===== src/design/assert_macros.svh =====
// Assertion helpers; compiled out for synthesis.
`ifndef ASSERT_MACROS_SVH
`define ASSERT_MACROS_SVH

`ifndef SYNTHESIS

// Condition must hold at every clock edge outside reset.
`define SWB_ASSERT(name, cond, msg) \
  name: assert property (@(posedge clk_i) disable iff (!rst_ni) (cond)) \
    else $error(msg);

// Antecedent implies consequent on the same edge.
`define SWB_ASSERT_IMP(name, ante, cons, msg) \
  name: assert property (@(posedge clk_i) disable iff (!rst_ni) (ante) |-> (cons)) \
    else $error(msg);

`else

`define SWB_ASSERT(name, cond, msg)
`define SWB_ASSERT_IMP(name, ante, cons, msg)

`endif

`endif


===== src/design/swbft_pkg.sv =====
package swbft_pkg;

  localparam int unsigned InDataW  = 24;
  localparam int unsigned OutDataW = 16;
  localparam int unsigned ApbAddrW = 3;
  localparam int unsigned ApbDataW = 32;

  // Register select: paddr[2] picks the register (byte addresses 0 and 4)
  localparam logic REG_FRAME_TICKS = 1'b0;
  localparam logic REG_FIRST_BIT   = 1'b1;

  localparam logic [7:0] FRAME_TICKS_RST = 8'd100;
  localparam logic [7:0] FIRST_BIT_RST   = 8'd4;

  // Tick kind carried in tuser
  localparam logic MODE_START = 1'b0;
  localparam logic MODE_TICK  = 1'b1;

  // Result beat, lowest bit is drive_enable
  typedef struct packed {
    logic       transmitted;
    logic       received_any;
    logic [7:0] received_byte;
    logic       done_res;
    logic       busy_res;
    logic       drive_level;
    logic       drive_enable;
  } swbft_res_t;

endpackage


===== src/design/single_wire_bus_frame_transceiver_core.sv =====
// Channel   Dir  Handshake              Payload
// s_axis    in   tvalid/tready          tuser: mode; tdata: send_byte, backoff, line_level
// m_axis    out  tvalid/tready          tdata: drive/status flags and received_byte
// apb       in   psel/penable/pready    frame_ticks @0x0, first_bit_tick @0x4
//
// One beat per clock cycle while the skid is empty; each result is registered.
// The whole tick update is a single pass from the state registers into the
// result register; a skid register keeps s_axis_tready high while one
// result waits. Reset (async, active low) returns to idle with default registers.
// No clearing pass after reset.
module single_wire_bus_frame_transceiver_core (
  input  logic                            clk_i,
  input  logic                            rst_ni,
  input  logic                            s_axis_tvalid,
  output logic                            s_axis_tready,
  input  logic [swbft_pkg::InDataW-1:0]   s_axis_tdata,  // send_byte[7:0], backoff[15:8],
                                                         // line_level[16], zero fill
  input  logic                            s_axis_tuser,  // mode
  output logic                            m_axis_tvalid,
  input  logic                            m_axis_tready,
  output logic [swbft_pkg::OutDataW-1:0]  m_axis_tdata,  // drive_enable, drive_level,
                                                         // busy_res, done_res,
                                                         // received_byte[11:4],
                                                         // received_any, transmitted
  input  logic                            psel,
  input  logic                            penable,
  input  logic                            pwrite,
  input  logic [swbft_pkg::ApbAddrW-1:0]  paddr,
  input  logic [swbft_pkg::ApbDataW-1:0]  pwdata,
  output logic [swbft_pkg::ApbDataW-1:0]  prdata,
  output logic                            pready
);
  import swbft_pkg::*;

  localparam logic [1:0] PH_IDLE    = 2'd0;
  localparam logic [1:0] PH_BACKOFF = 2'd1;
  localparam logic [1:0] PH_RECV    = 2'd2;
  localparam logic [1:0] PH_SEND    = 2'd3;

  // Config registers
  logic [7:0] frame_ticks_q, first_bit_q;
  logic       cfg_wr;

  assign pready = 1'b1;
  assign cfg_wr = psel && penable && pwrite;

  always_ff @(posedge clk_i or negedge rst_ni) begin
    if (!rst_ni) begin
      frame_ticks_q <= FRAME_TICKS_RST;
      first_bit_q   <= FIRST_BIT_RST;
    end else if (cfg_wr) begin
      if (paddr[2] == REG_FIRST_BIT) first_bit_q <= pwdata[7:0];
      else frame_ticks_q <= pwdata[7:0];
    end
  end

  assign prdata = {24'd0, (paddr[2] == REG_FIRST_BIT) ? first_bit_q : frame_ticks_q};

  // Transaction state
  logic [1:0] phase_q, phase_d;
  logic [7:0] bo_cnt_q, bo_cnt_d;
  logic [7:0] bo_tgt_q, bo_tgt_d;
  logic [7:0] ftick_q, ftick_d;
  logic [7:0] send_q, send_d;
  logic [7:0] recv_q, recv_d;
  logic       got_q, got_d;
  logic       sent_q, sent_d;

  // Handshake
  logic       in_acc, out_take;
  logic       out_vld_q, skid_vld_q;
  swbft_res_t out_q, skid_q, res;

  assign s_axis_tready = !skid_vld_q;
  assign in_acc        = s_axis_tvalid && s_axis_tready;
  assign out_take      = out_vld_q && m_axis_tready;
  assign m_axis_tvalid = out_vld_q;
  assign m_axis_tdata  = {2'b00, out_q};

  // Payload fields
  logic       mode, line;
  logic [7:0] in_byte, in_boff;
  assign mode    = s_axis_tuser;
  assign in_byte = s_axis_tdata[7:0];
  assign in_boff = s_axis_tdata[15:8];
  assign line    = s_axis_tdata[16];

  // Frame tick seen by this beat: 1 when a frame opens, else saturating +1
  logic [7:0] ftick_nxt, bo_inc;
  logic       in_win;
  logic [2:0] win_pos;
  logic       tx_lvl;

  assign ftick_nxt = (phase_q == PH_BACKOFF) ? 8'd1 :
                     (ftick_q == 8'hFF) ? ftick_q : ftick_q + 8'd1;
  assign bo_inc    = (bo_cnt_q == 8'hFF) ? bo_cnt_q : bo_cnt_q + 8'd1;
  assign in_win    = (ftick_nxt >= first_bit_q) &&
                     ({1'b0, ftick_nxt} <= {1'b0, first_bit_q} + 9'd7);
  assign win_pos   = 3'(ftick_nxt - first_bit_q);

  always_comb begin
    if (in_win) tx_lvl = send_q[3'd7 - win_pos];
    else if (ftick_nxt < first_bit_q) tx_lvl = 1'b0;
    else tx_lvl = send_q[0];
  end

  logic den, dlev, done;

  always_comb begin
    phase_d  = phase_q;
    bo_cnt_d = bo_cnt_q;
    bo_tgt_d = bo_tgt_q;
    ftick_d  = ftick_q;
    send_d   = send_q;
    recv_d   = recv_q;
    got_d    = got_q;
    sent_d   = sent_q;
    den      = 1'b0;
    dlev     = 1'b0;
    done     = 1'b0;
    if (mode == MODE_START) begin
      phase_d  = PH_BACKOFF;
      send_d   = in_byte;
      bo_tgt_d = (in_boff == 8'd0) ? 8'd1 : in_boff;
      bo_cnt_d = 8'd0;
      ftick_d  = 8'd0;
      recv_d   = 8'd0;
      got_d    = 1'b0;
      sent_d   = 1'b0;
    end else begin
      unique case (phase_q)
        PH_IDLE: ;
        PH_BACKOFF: begin
          if (!line) begin
            // low line opens a receive frame, backoff paused
            phase_d = PH_RECV;
            ftick_d = ftick_nxt;
            recv_d  = in_win ? {7'd0, line} : 8'd0;
            if (ftick_nxt >= frame_ticks_q) begin
              got_d   = 1'b1;
              phase_d = PH_BACKOFF;
            end
          end else begin
            bo_cnt_d = bo_inc;
            if (bo_inc >= bo_tgt_q) begin
              phase_d = PH_SEND;
              ftick_d = ftick_nxt;
              if (ftick_nxt >= frame_ticks_q) begin
                sent_d  = 1'b1;
                phase_d = PH_IDLE;
                done    = 1'b1;
              end else begin
                den  = 1'b1;
                dlev = tx_lvl;
              end
            end
          end
        end
        PH_RECV: begin
          ftick_d = ftick_nxt;
          if (in_win) recv_d = {recv_q[6:0], line};
          if (ftick_nxt >= frame_ticks_q) begin
            got_d   = 1'b1;
            phase_d = PH_BACKOFF;
          end
        end
        PH_SEND: begin
          ftick_d = ftick_nxt;
          if (ftick_nxt >= frame_ticks_q) begin
            sent_d  = 1'b1;
            phase_d = PH_IDLE;
            done    = 1'b1;
          end else begin
            den  = 1'b1;
            dlev = tx_lvl;
          end
        end
        default: ;
      endcase
    end
  end

  always_comb begin
    res.drive_enable  = den;
    res.drive_level   = dlev;
    res.busy_res      = (phase_d != PH_IDLE);
    res.done_res      = done;
    res.received_byte = got_d ? recv_d : 8'd0;
    res.received_any  = got_d;
    res.transmitted   = sent_d;
  end

  always_ff @(posedge clk_i or negedge rst_ni) begin
    if (!rst_ni) begin
      phase_q  <= PH_IDLE;
      bo_cnt_q <= 8'd0;
      bo_tgt_q <= 8'd0;
      ftick_q  <= 8'd0;
      send_q   <= 8'd0;
      recv_q   <= 8'd0;
      got_q    <= 1'b0;
      sent_q   <= 1'b0;
    end else if (in_acc) begin
      phase_q  <= phase_d;
      bo_cnt_q <= bo_cnt_d;
      bo_tgt_q <= bo_tgt_d;
      ftick_q  <= ftick_d;
      send_q   <= send_d;
      recv_q   <= recv_d;
      got_q    <= got_d;
      sent_q   <= sent_d;
    end
  end

  // Output register plus one skid entry
  always_ff @(posedge clk_i or negedge rst_ni) begin
    if (!rst_ni) begin
      out_vld_q  <= 1'b0;
      skid_vld_q <= 1'b0;
    end else if (skid_vld_q) begin
      if (out_take) begin
        out_vld_q  <= 1'b1;
        skid_vld_q <= 1'b0;
      end
    end else if (in_acc) begin
      if (!out_vld_q || out_take) out_vld_q <= 1'b1;
      else skid_vld_q <= 1'b1;
    end else if (out_take) begin
      out_vld_q <= 1'b0;
    end
  end

  always_ff @(posedge clk_i) begin
    if (skid_vld_q) begin
      if (out_take) out_q <= skid_q;
    end else if (in_acc) begin
      if (!out_vld_q || out_take) out_q <= res;
      else skid_q <= res;
    end
  end

`include "assert_macros.svh"

  `SWB_ASSERT_IMP(a_skid_behind_out, skid_vld_q, out_vld_q, "skid full with output empty")
  `SWB_ASSERT_IMP(a_level_needs_drive, out_vld_q && out_q.drive_level, out_q.drive_enable, "level without drive")
  `SWB_ASSERT_IMP(a_done_not_busy, out_vld_q && out_q.done_res, !out_q.busy_res && out_q.transmitted, "done while busy")
  `SWB_ASSERT_IMP(a_send_not_sent, phase_q == PH_SEND, !sent_q, "sent flag during send frame")
  `SWB_ASSERT_IMP(a_recv_tick_live, phase_q == PH_RECV, ftick_q != 8'd0, "receive frame at tick zero")

endmodule

===== config.mk =====
export PLATFORM = sky130hd
export DESIGN_NAME = single_wire_bus_frame_transceiver_core
export DESIGN_NICKNAME = d
export VERILOG_FILES = /design/src/design/swbft_pkg.sv /design/src/design/single_wire_bus_frame_transceiver_core.sv
export VERILOG_INCLUDE_DIRS = /design/src /design/src/design
export SDC_FILE = /design/constraint.sdc
export NUM_CORES = 1
export LEC_CHECK = 0
export ABC_CLOCK_PERIOD_IN_PS = 3800
export BUFFER_PORTS_ARGS = -buffer_cell sky130_fd_sc_hd__buf_2
export CORE_ASPECT_RATIO = 0.5
export CORE_MARGIN = 4
export CORE_UTILIZATION = 55
export CTS_BUF_LIST = sky130_fd_sc_hd__clkbuf_16
export DETAILED_ROUTE_END_ITERATION = 7
export HOLD_SLACK_MARGIN = 0.08
export PLACE_DENSITY_LB_ADDON = 0.2
export REMOVE_ABC_BUFFERS = 1
export SETUP_SLACK_MARGIN = 0.3
export SYNTH_ARGS = -nofsm -noshare
export SYNTH_HDL_FRONTEND = slang
export SYNTH_SLANG_ARGS = --single-unit

===== constraint.sdc =====
create_clock -name clk_i -period 3.8 [get_ports clk_i]
set_input_delay 0 -clock clk_i [delete_from_list [all_inputs] [get_ports clk_i]]
set_output_delay 0 -clock clk_i [all_outputs]
set_load 0.02 [all_outputs]

# ---- Word-level counts from Yosys, hierarchy flattened
# Index checks and enable logic that the tools add are counted.
dict set report word_totals {
  reg_bits 90
  latchBits 0
  ram_bits 0
  rom_bits 0
  inputBits 67
  out_inout_bits 51
  word_cells 140
  n_memories 0
}
dict set report op_classes {
  n_addsub 5
  n_mul 0
  n_div 0
  magnitude_cmp 6
  eq_ne 11
  shift 0
  mux 66
  bitwise_logic 4
  n_reduce_logical 22
}
# op n
set op_table {}
lappend op_table {{two-way mux 8 bit} 15}
lappend op_table {{two-way mux 14 bit} 4}
lappend op_table {{one-hot mux 8 bit (2 select lines)} 2}
lappend op_table {{two-way mux 1 bit} 31}
lappend op_table {{greater-or-equal comparator 8 bit} 3}
lappend op_table {{adder 8 x 1 -> 8 bit, second input constant} 2}
lappend op_table {{== test 8 bit, second input constant} 2}
lappend op_table {{AND reduction 3 bit} 5}
lappend op_table {{two-way mux 2 bit} 7}
lappend op_table {{one-hot mux 1 bit (2 select lines)} 5}
lappend op_table {{adder 8 x 3 -> 9 bit, second input constant} 1}
lappend op_table {{less-or-equal comparator 8 x 9 -> 1 bit} 1}
lappend op_table {{zero test 8 bit} 1}
lappend op_table {{< comparator 8 bit} 1}
lappend op_table {{nonzero test 2 bit} 4}
lappend op_table {{one-hot mux 2 bit (3 select lines)} 1}
lappend op_table {{AND reduction 2 bit} 3}
lappend op_table {{logical AND 1 bit} 5}
lappend op_table {{== test 2 bit, second input constant} 2}
lappend op_table {{< comparator 3 x 4 -> 1 bit, second input constant} 1}
lappend op_table {{!= test 2 bit, second input constant} 2}
lappend op_table {{!= test 4 x 3 -> 1 bit, second input constant} 1}
lappend op_table {{NOT 1 bit} 4}
lappend op_table {{binary-select mux 1 bit (select 3 bit)} 1}
lappend op_table {{9 further kinds} 10}

# ---- Longest topological paths before layout
dict set report logic_depth {
  ltp_word 16
  depth_mapped 15
  depth_no_buf 14
}

# ---- Worst setup path after synthesis
# OpenSTA, ideal clock, no wires.
dict set report synth_path {
  path_type {reg2reg}
  startpoint {register ftick_q[0]}
  endpoint {register out_q, in the netlist m_axis_tdata[1] (data pin)}
  setup_time_ns 0.260
  t_arrival_ns 2.981
  required_time_ns 3.540
  slack_ns 0.559
  path_stages_with_launch 13
  path_buffers 0
  period_less_slack_ns 3.241
  path_cell_list {dfrtp_1 > ha_1 > nand3_1 > nor2_1 > nand2_1 > a21oi_1 > inv_1 > fa_1 > mux4_2 > mux2i_1 > or3_1 > a21boi_4 > mux2_2}
}
dict set report synth_via {
  elab_chain_cells 16
  elab_cells_between_ends 23
  classes_between {add/sub: 3; order compare: 4; eq/ne: 1; mux: 14; reduce/logical: 1}
}
# element line
set synth_rtl {}
lappend synth_rtl {{start: declaration} single_wire_bus_frame_transceiver_core.sv:63} ;# logic [7:0] ftick_q, ftick_d;
lappend synth_rtl {{start signal: assignment} single_wire_bus_frame_transceiver_core.sv:207} ;# ftick_q <= ftick_d;
lappend synth_rtl {{adder 8 x 1 -> 8 bit / == test 8 bit (equally long branches)} single_wire_bus_frame_transceiver_core.sv:95} ;# (ftick_q == 8'hFF) ? ftick_q : ftick_q + 8'd1;
lappend synth_rtl {{two-way mux 8 bit (*)} single_wire_bus_frame_transceiver_core.sv:95}
lappend synth_rtl {{two-way mux 8 bit (*)} single_wire_bus_frame_transceiver_core.sv:94} ;# assign ftick_nxt = (phase_q == PH_BACKOFF) ? 8'd1 :
lappend synth_rtl {{subtractor 3 bit} single_wire_bus_frame_transceiver_core.sv:99} ;# assign win_pos = 3'(ftick_nxt - first_bit_q);
lappend synth_rtl {{subtractor 3 bit} single_wire_bus_frame_transceiver_core.sv:102} ;# if (in_win) tx_lvl = send_q[3'd7 - win_pos];
lappend synth_rtl {{binary-select mux 1 bit (select 3 bit)} single_wire_bus_frame_transceiver_core.sv:102}
lappend synth_rtl {{two-way mux 1 bit (not written as such)} single_wire_bus_frame_transceiver_core.sv:102}
lappend synth_rtl {{two-way mux 1 bit} single_wire_bus_frame_transceiver_core.sv:102}
lappend synth_rtl {{two-way mux 1 bit (*)} {single_wire_bus_frame_transceiver_core.sv:148, single_wire_bus_frame_transceiver_core.sv:169}}
lappend synth_rtl {{two-way mux 1 bit} single_wire_bus_frame_transceiver_core.sv:145} ;# if (bo_inc >= bo_tgt_q) begin
lappend synth_rtl {{two-way mux 1 bit} single_wire_bus_frame_transceiver_core.sv:134} ;# if (!line) begin
lappend synth_rtl {{one-hot mux 1 bit (2 select lines) (*)} single_wire_bus_frame_transceiver_core.sv:131} ;# unique case (phase_q)
lappend synth_rtl {{two-way mux 1 bit (*)} single_wire_bus_frame_transceiver_core.sv:121} ;# if (mode == MODE_START) begin
lappend synth_rtl {{named net dlev} single_wire_bus_frame_transceiver_core.sv:107} ;# logic den, dlev, done;
lappend synth_rtl {{two-way mux 14 bit (*)} single_wire_bus_frame_transceiver_core.sv:237} ;# if (!out_vld_q || out_take) out_q <= res;
lappend synth_rtl {{two-way mux 14 bit (*)} single_wire_bus_frame_transceiver_core.sv:236} ;# end else if (in_acc) begin
lappend synth_rtl {{two-way mux 14 bit (*)} single_wire_bus_frame_transceiver_core.sv:234} ;# if (skid_vld_q) begin
lappend synth_rtl {{end signal: assignment} single_wire_bus_frame_transceiver_core.sv:235} ;# if (out_take) out_q <= skid_q;
lappend synth_rtl {{end signal: assignment} single_wire_bus_frame_transceiver_core.sv:237}
lappend synth_rtl {{end: declaration} single_wire_bus_frame_transceiver_core.sv:72} ;# swbft_res_t out_q, skid_q, res;
# Mark *: on every way through the listed nets, which the timed path passes. The rest lies on a longest branch. The select of a mux whose other input is x is not followed.
# A chain may end at the register's enable or synchronous reset.

# ---- Worst setup path in the final report
dict set report layout_path {
  startpoint {register ftick_q[1]}
  endpoint {register out_q, in the netlist m_axis_tdata[4] (data pin)}
}
dict set report layout_via {
  elab_chain_cells 12
  elab_cells_between_ends 19
  classes_between {add/sub: 1; order compare: 3; eq/ne: 1; mux: 13; reduce/logical: 1}
}
# element line
set layout_rtl {}
lappend layout_rtl {{adder 8 x 1 -> 8 bit / == test 8 bit (equally long branches)} single_wire_bus_frame_transceiver_core.sv:95}
lappend layout_rtl {{two-way mux 8 bit (*)} single_wire_bus_frame_transceiver_core.sv:95}
lappend layout_rtl {{two-way mux 8 bit (*)} single_wire_bus_frame_transceiver_core.sv:94}
lappend layout_rtl {{greater-or-equal comparator 8 bit, or another cell as far along} {single_wire_bus_frame_transceiver_core.sv:139, single_wire_bus_frame_transceiver_core.sv:162}}
lappend layout_rtl {{two-way mux 1 bit / logical AND 1 bit (equally long branches)} {single_wire_bus_frame_transceiver_core.sv:139, single_wire_bus_frame_transceiver_core.sv:162, single_wire_bus_frame_transceiver_core.sv:97}}
lappend layout_rtl {{two-way mux 1 bit / two-way mux 8 bit (equally long branches)} {single_wire_bus_frame_transceiver_core.sv:134, single_wire_bus_frame_transceiver_core.sv:161}}
lappend layout_rtl {{one-hot mux 1 bit (2 select lines) / one-hot mux 8 bit (2 select lines) (equally long branches)} single_wire_bus_frame_transceiver_core.sv:131}
lappend layout_rtl {{two-way mux 1 bit / two-way mux 8 bit (equally long branches)} single_wire_bus_frame_transceiver_core.sv:121}
lappend layout_rtl {{two-way mux 8 bit (*)} single_wire_bus_frame_transceiver_core.sv:188} ;# res.received_byte = got_d ? recv_d : 8'd0;
lappend layout_rtl {{two-way mux 14 bit (*)} single_wire_bus_frame_transceiver_core.sv:237}
lappend layout_rtl {{two-way mux 14 bit (*)} single_wire_bus_frame_transceiver_core.sv:236}
lappend layout_rtl {{two-way mux 14 bit (*)} single_wire_bus_frame_transceiver_core.sv:234}
# Mark *: on every way between the ends. The rest lies on a longest branch, timed or not. The select of a mux whose other input is x is not followed.

==> summary.md <==
| Metric | Value |
|---|---|
| Status | finished clean |
| Synth Area in XOR/XNOR | 1.90% |
| RSZ-0062 raised after global routing | true |
| Core Box Area | 9630 µm² |
| Setup WS pre-CTS | 0.187 ns |
| Most common flop cell mapped by yosys | dfrtp_1 |
| Hold depth | 3 |
| Post-synthesis sequential element count | 90 |
| Hold path start | s_axis_tuser |
| CTS Buf Count | 9 |
| Max H-tree Level | 3 |
| GRT overflow | 0 |
| Part of the power in registers | 37.3% |
| Post-synthesis cell area | 5540 µm² |
| Largest cells by area after synthesis | dfrtp_1, edfxtp_1, ha_1, nand2_1, mux2_2 |
| VDD IR max | 0.369 mV |
| DRC Markers | 0 |
| Fin. Hold Viols | 0 |
| Die Ht | 78.9 µm |
| TNS Setup | 0 ns |
| Vias per inst | 5.65 |
| Worst clock skew | 0.00835 ns |
| Vias post-DR | between 4000 and 5000 |
| Filler cells | 742 |
| Worst setup margin | roughly 0.43 ns |
| Wire per inst | about 16 µm |
| Top cell type's share of synthesized area | between 20% and 30% |
| Sw Share | 38.7% |
| Worst Hold End | ftick_q[7]$_DFFE_PN0P_ |
| Cell count after synthesis | 565 |
| Power per cell area | 586 nW/µm² |
| Root buf cell | clkbuf_16 |
| Hpwl dp | 9080 µm |
| Fmax | slightly below 300 MHz |
| Clk buf depth | 2 |
| IO Port Bufs | 57 |
| Worst Setup Path Type | reg -> reg |
| Mean Syn Cell Area | 9.80 µm² |
| Clk Latency, worst-skew pair | 0.35 ns |
| CP Data Required Time | between 3 and 4 ns |
| Startpoint Class | flop |
| IO Count | 118 |
| DR pass1 iterations | 5 |
| Worst Setup End Kind | flop |
| Largest net degree at the start of global routing | 34 |
| Post-route minimum period | 3.37 ns |
| Inserted Diodes | 0 |
| FFs w/ async S/R, synth | 68.9% |
| Share of cells above drive strength 1 | 24.8% |
| Final number of setup-violating endpoints | 0 |
| Worst Max-Slew Pin Slew | 0.731 ns |
| Crit Path Max Fanout | 6 |
| Max-Cap Viols | 0 |
| Post-synthesis mux area share | 7.08% |
| Post-Route Utilization | around 69% |
| RR Endpoint | m_axis_tdata[4]$_DFFE_PP_ |
| Die span in x | 150 µm |
| Initial antenna violation count | 0 |
| Area grow syn2layout | 20.3% |
| Reg2reg start | ftick_q[1]$_DFFE_PN0P_ |
| Post-Synth Simple-Gate Area | 15.2% |
| Rows | 25 |
| R2R setup slack | ~0.43 ns |
| Area share of fa/ha/maj cells after synthesis | 8.93% |
| Total die area | ~12000 µm² |
| Ys Warns | 0 |
| Worst Path Arrival | around 3.5 ns |
| First-pass GRT wire length | 21200 µm |
| Compound-Gate Fraction of Synth Area | roughly 17% |
| Largest family of logic cells by synthesized area | compound AO/OA/AOI/OAI gates |
| Max Slew Vio Count | 0 |
| Clock slew at reported path FFs | 0.07 ns |
| Cell taking the most area after synthesis | dfrtp_1 |
| Final wirelength | 13100 µm |
| Logic pwr share | 41.0% |
| Starting Density | 57.5% |
| Sw Pwr | 1510 µW |
| Reg2Reg Depth | 14 |
| EDFF count, synth | 28 |
| GRT Overall Usage | 22.6% |
| Hold_ws | 0.133 ns |
| Initial DRC Count | approximately 320 |
| Int Power | 2390 µW |
| Seq/Total Area, Yosys | 43.3% |
| Vias in the first global route | 4328 |
| CTS tree | built |
| Clock power frac | between 20% and 30% |
| Design area | ~6700 µm² |
| RePlAce Congestion | 0.911 |
| Final period util | between 80% and 90% |
| Net count, final | 773 |
| Post-synth cell types | 68 |
| Final ANT Viol Nets | 0 |
| Num Clock Sinks | 90 |
| Post-placement cell area | 5950 µm² |
| Lkg Pwr | 0.00291 µW |
| Hold WC Path Type | in -> reg |
| Worst relative slew slack | approximately half |
-- flip-flops by register name, summed over array words and instances, names as in the netlist --
register / cells
skid_vld_q: 1
m_axis_tvalid: 1
bo_cnt_q: 8
skid_q: 14
bo_tgt_q: 8
recv_q: 8
first_bit_q: 8
frame_ticks_q: 8
send_q: 8
sent_q: 1
m_axis_tdata: 14
phase_q: 2
ftick_q: 8
got_q: 1
-- metal layers --
metal	share of wire [%]	vias to the layer above	track usage, %
li1	-	2196	-
met1	46	2186	30.9
met2	47	162	36.8
met3	6.7	19	5.07
met4	1.3	0	5.66
met5	0	-	0
-- Yosys cell counts, types with 3 or more instances --
master,count
o211ai_2,5
o221ai_1,6
dfrtp_1,58
and2_1,3
clkbuf_1,13
buf_4,27
nand2_1,89
o21ai_0,34
xnor2_1,11
nor3_1,8
nand4_1,7
o211ai_1,5
a22o_1,7
nand2b_1,3
and3_1,5
a31oi_1,5
nor2b_1,4
nor2_1,32
nand3_1,21
o31ai_1,3
dfstp_2,4
o21a_1,5
inv_1,32
a21oi_1,28
ha_1,37
a22oi_1,3
o21ai_1,4
mux2_2,29
edfxtp_1,28
-- through the flow --
step	power [µW]	instances
final	3900	808
after global routing	4160	808
after CTS	3820	802
after detailed placement	2910	758
after global placement	2870	758
after floorplan	2460	550
-- placed cells by master, fill, tap and decap left out, types with 3 or more instances in the layout --
cell | netlist | routed
conb_1 | 2 | 27
buf_2 | 0 | 57
clkbuf_16 | 0 | 9
nor2b_1 | 4 | 4
nor2_1 | 32 | 30
nand2b_1 | 3 | 3
o31ai_1 | 3 | 3
o211ai_1 | 5 | 5
o211ai_2 | 5 | 5
a31oi_1 | 5 | 5
o221ai_1 | 6 | 6
o21ai_1 | 4 | 4
nand4_1 | 7 | 7
mux2_2 | 29 | 29
a21oi_1 | 28 | 25
xnor2_1 | 11 | 11
edfxtp_1 | 28 | 28
inv_1 | 32 | 32
nand2_1 | 89 | 87
nor2_2 | 1 | 3
ha_1 | 37 | 35
a22o_1 | 7 | 7
o21a_1 | 5 | 5
nor3_1 | 8 | 7
dfrtp_1 | 58 | 56
o21ai_0 | 34 | 33
and2_1 | 3 | 3
dfstp_2 | 4 | 4
dlygate4sd3_1 | 0 | 28
and3_1 | 5 | 4
nand3_1 | 21 | 20
buf_4 | 27 | 21
-- power groups by stage --
stage	Combinational (µW)	Sequential (µW)	Clock [µW]
floorplan	942	1520	0
global placement	1410	1460	0
detailed placement	1450	1460	0
CTS	1510	1450	865
global route	1780	1480	902
finish	1600	1460	848
-- how the worst max path moves through the flow --
stage / from / to
3_5_place_dp: ftick_q[0]$_DFFE_PN0P_ / m_axis_tdata[4]$_DFFE_PP_
6_report: ftick_q[1]$_DFFE_PN0P_ / m_axis_tdata[4]$_DFFE_PP_
2_1_floorplan: ftick_q[0]$_DFFE_PN0P_ / m_axis_tdata[1]$_DFFE_PP_
5_1_grt: ftick_q[1]$_DFFE_PN0P_ / m_axis_tdata[2]$_DFFE_PP_
3_3_place_gp: ftick_q[0]$_DFFE_PN0P_ / m_axis_tdata[1]$_DFFE_PP_
4_1_cts: ftick_q[0]$_DFFE_PN0P_ / m_axis_tdata[1]$_DFFE_PP_
-- timing repair --
item / CTS / global route
resized for setup: 8 / 20
pin swaps: 0 / 6
hold endpoints to repair: 62 / 0
setup buffers: 0 / 5
cloned: 0 / 1
endpoints found under the setup margin: 32 / 43
hold buffers: 28 / 0
-- cell type report --
class	instances	area [µm²]	area share [%]
repair buffers	106	723	10.9
well taps	135	169	2.54
flip-flops and latches	90	2400	36.0
clock buffers	9	225	3.38
inverters	34	133	1.99
clock inverters	7	52.6	0.789
multi-input cells	427	2960	44.4
-- critical path, cell delays in order (launching register included) --
cell	delay, ns
dfrtp_1	0.43
ha_4	0.19
nand3_2	0.12
or2_2	0.35
nand2_1	0.13
a21oi_4	0.09
ha_1	0.33
nor2b_1	0.18
o311ai_1	0.14
a32oi_1	0.32
o2111a_2	0.32
nor2_2	0.08
buf_4	0.17
a22oi_2	0.19
o21ai_1	0.08
-- cells by family (layout without fill, tap and decap cells) --
logic type      count (synthesis)  in the layout
compound gates                131            132
xor+xnor                       12             12
fa+ha+maj                      39             39
buf+inv                        74            156
flops                          90             90
mux                            33             33
other cells                     2             27
simple gates                  184            184
No activity file was read; power rests on OpenSTA's default activity.
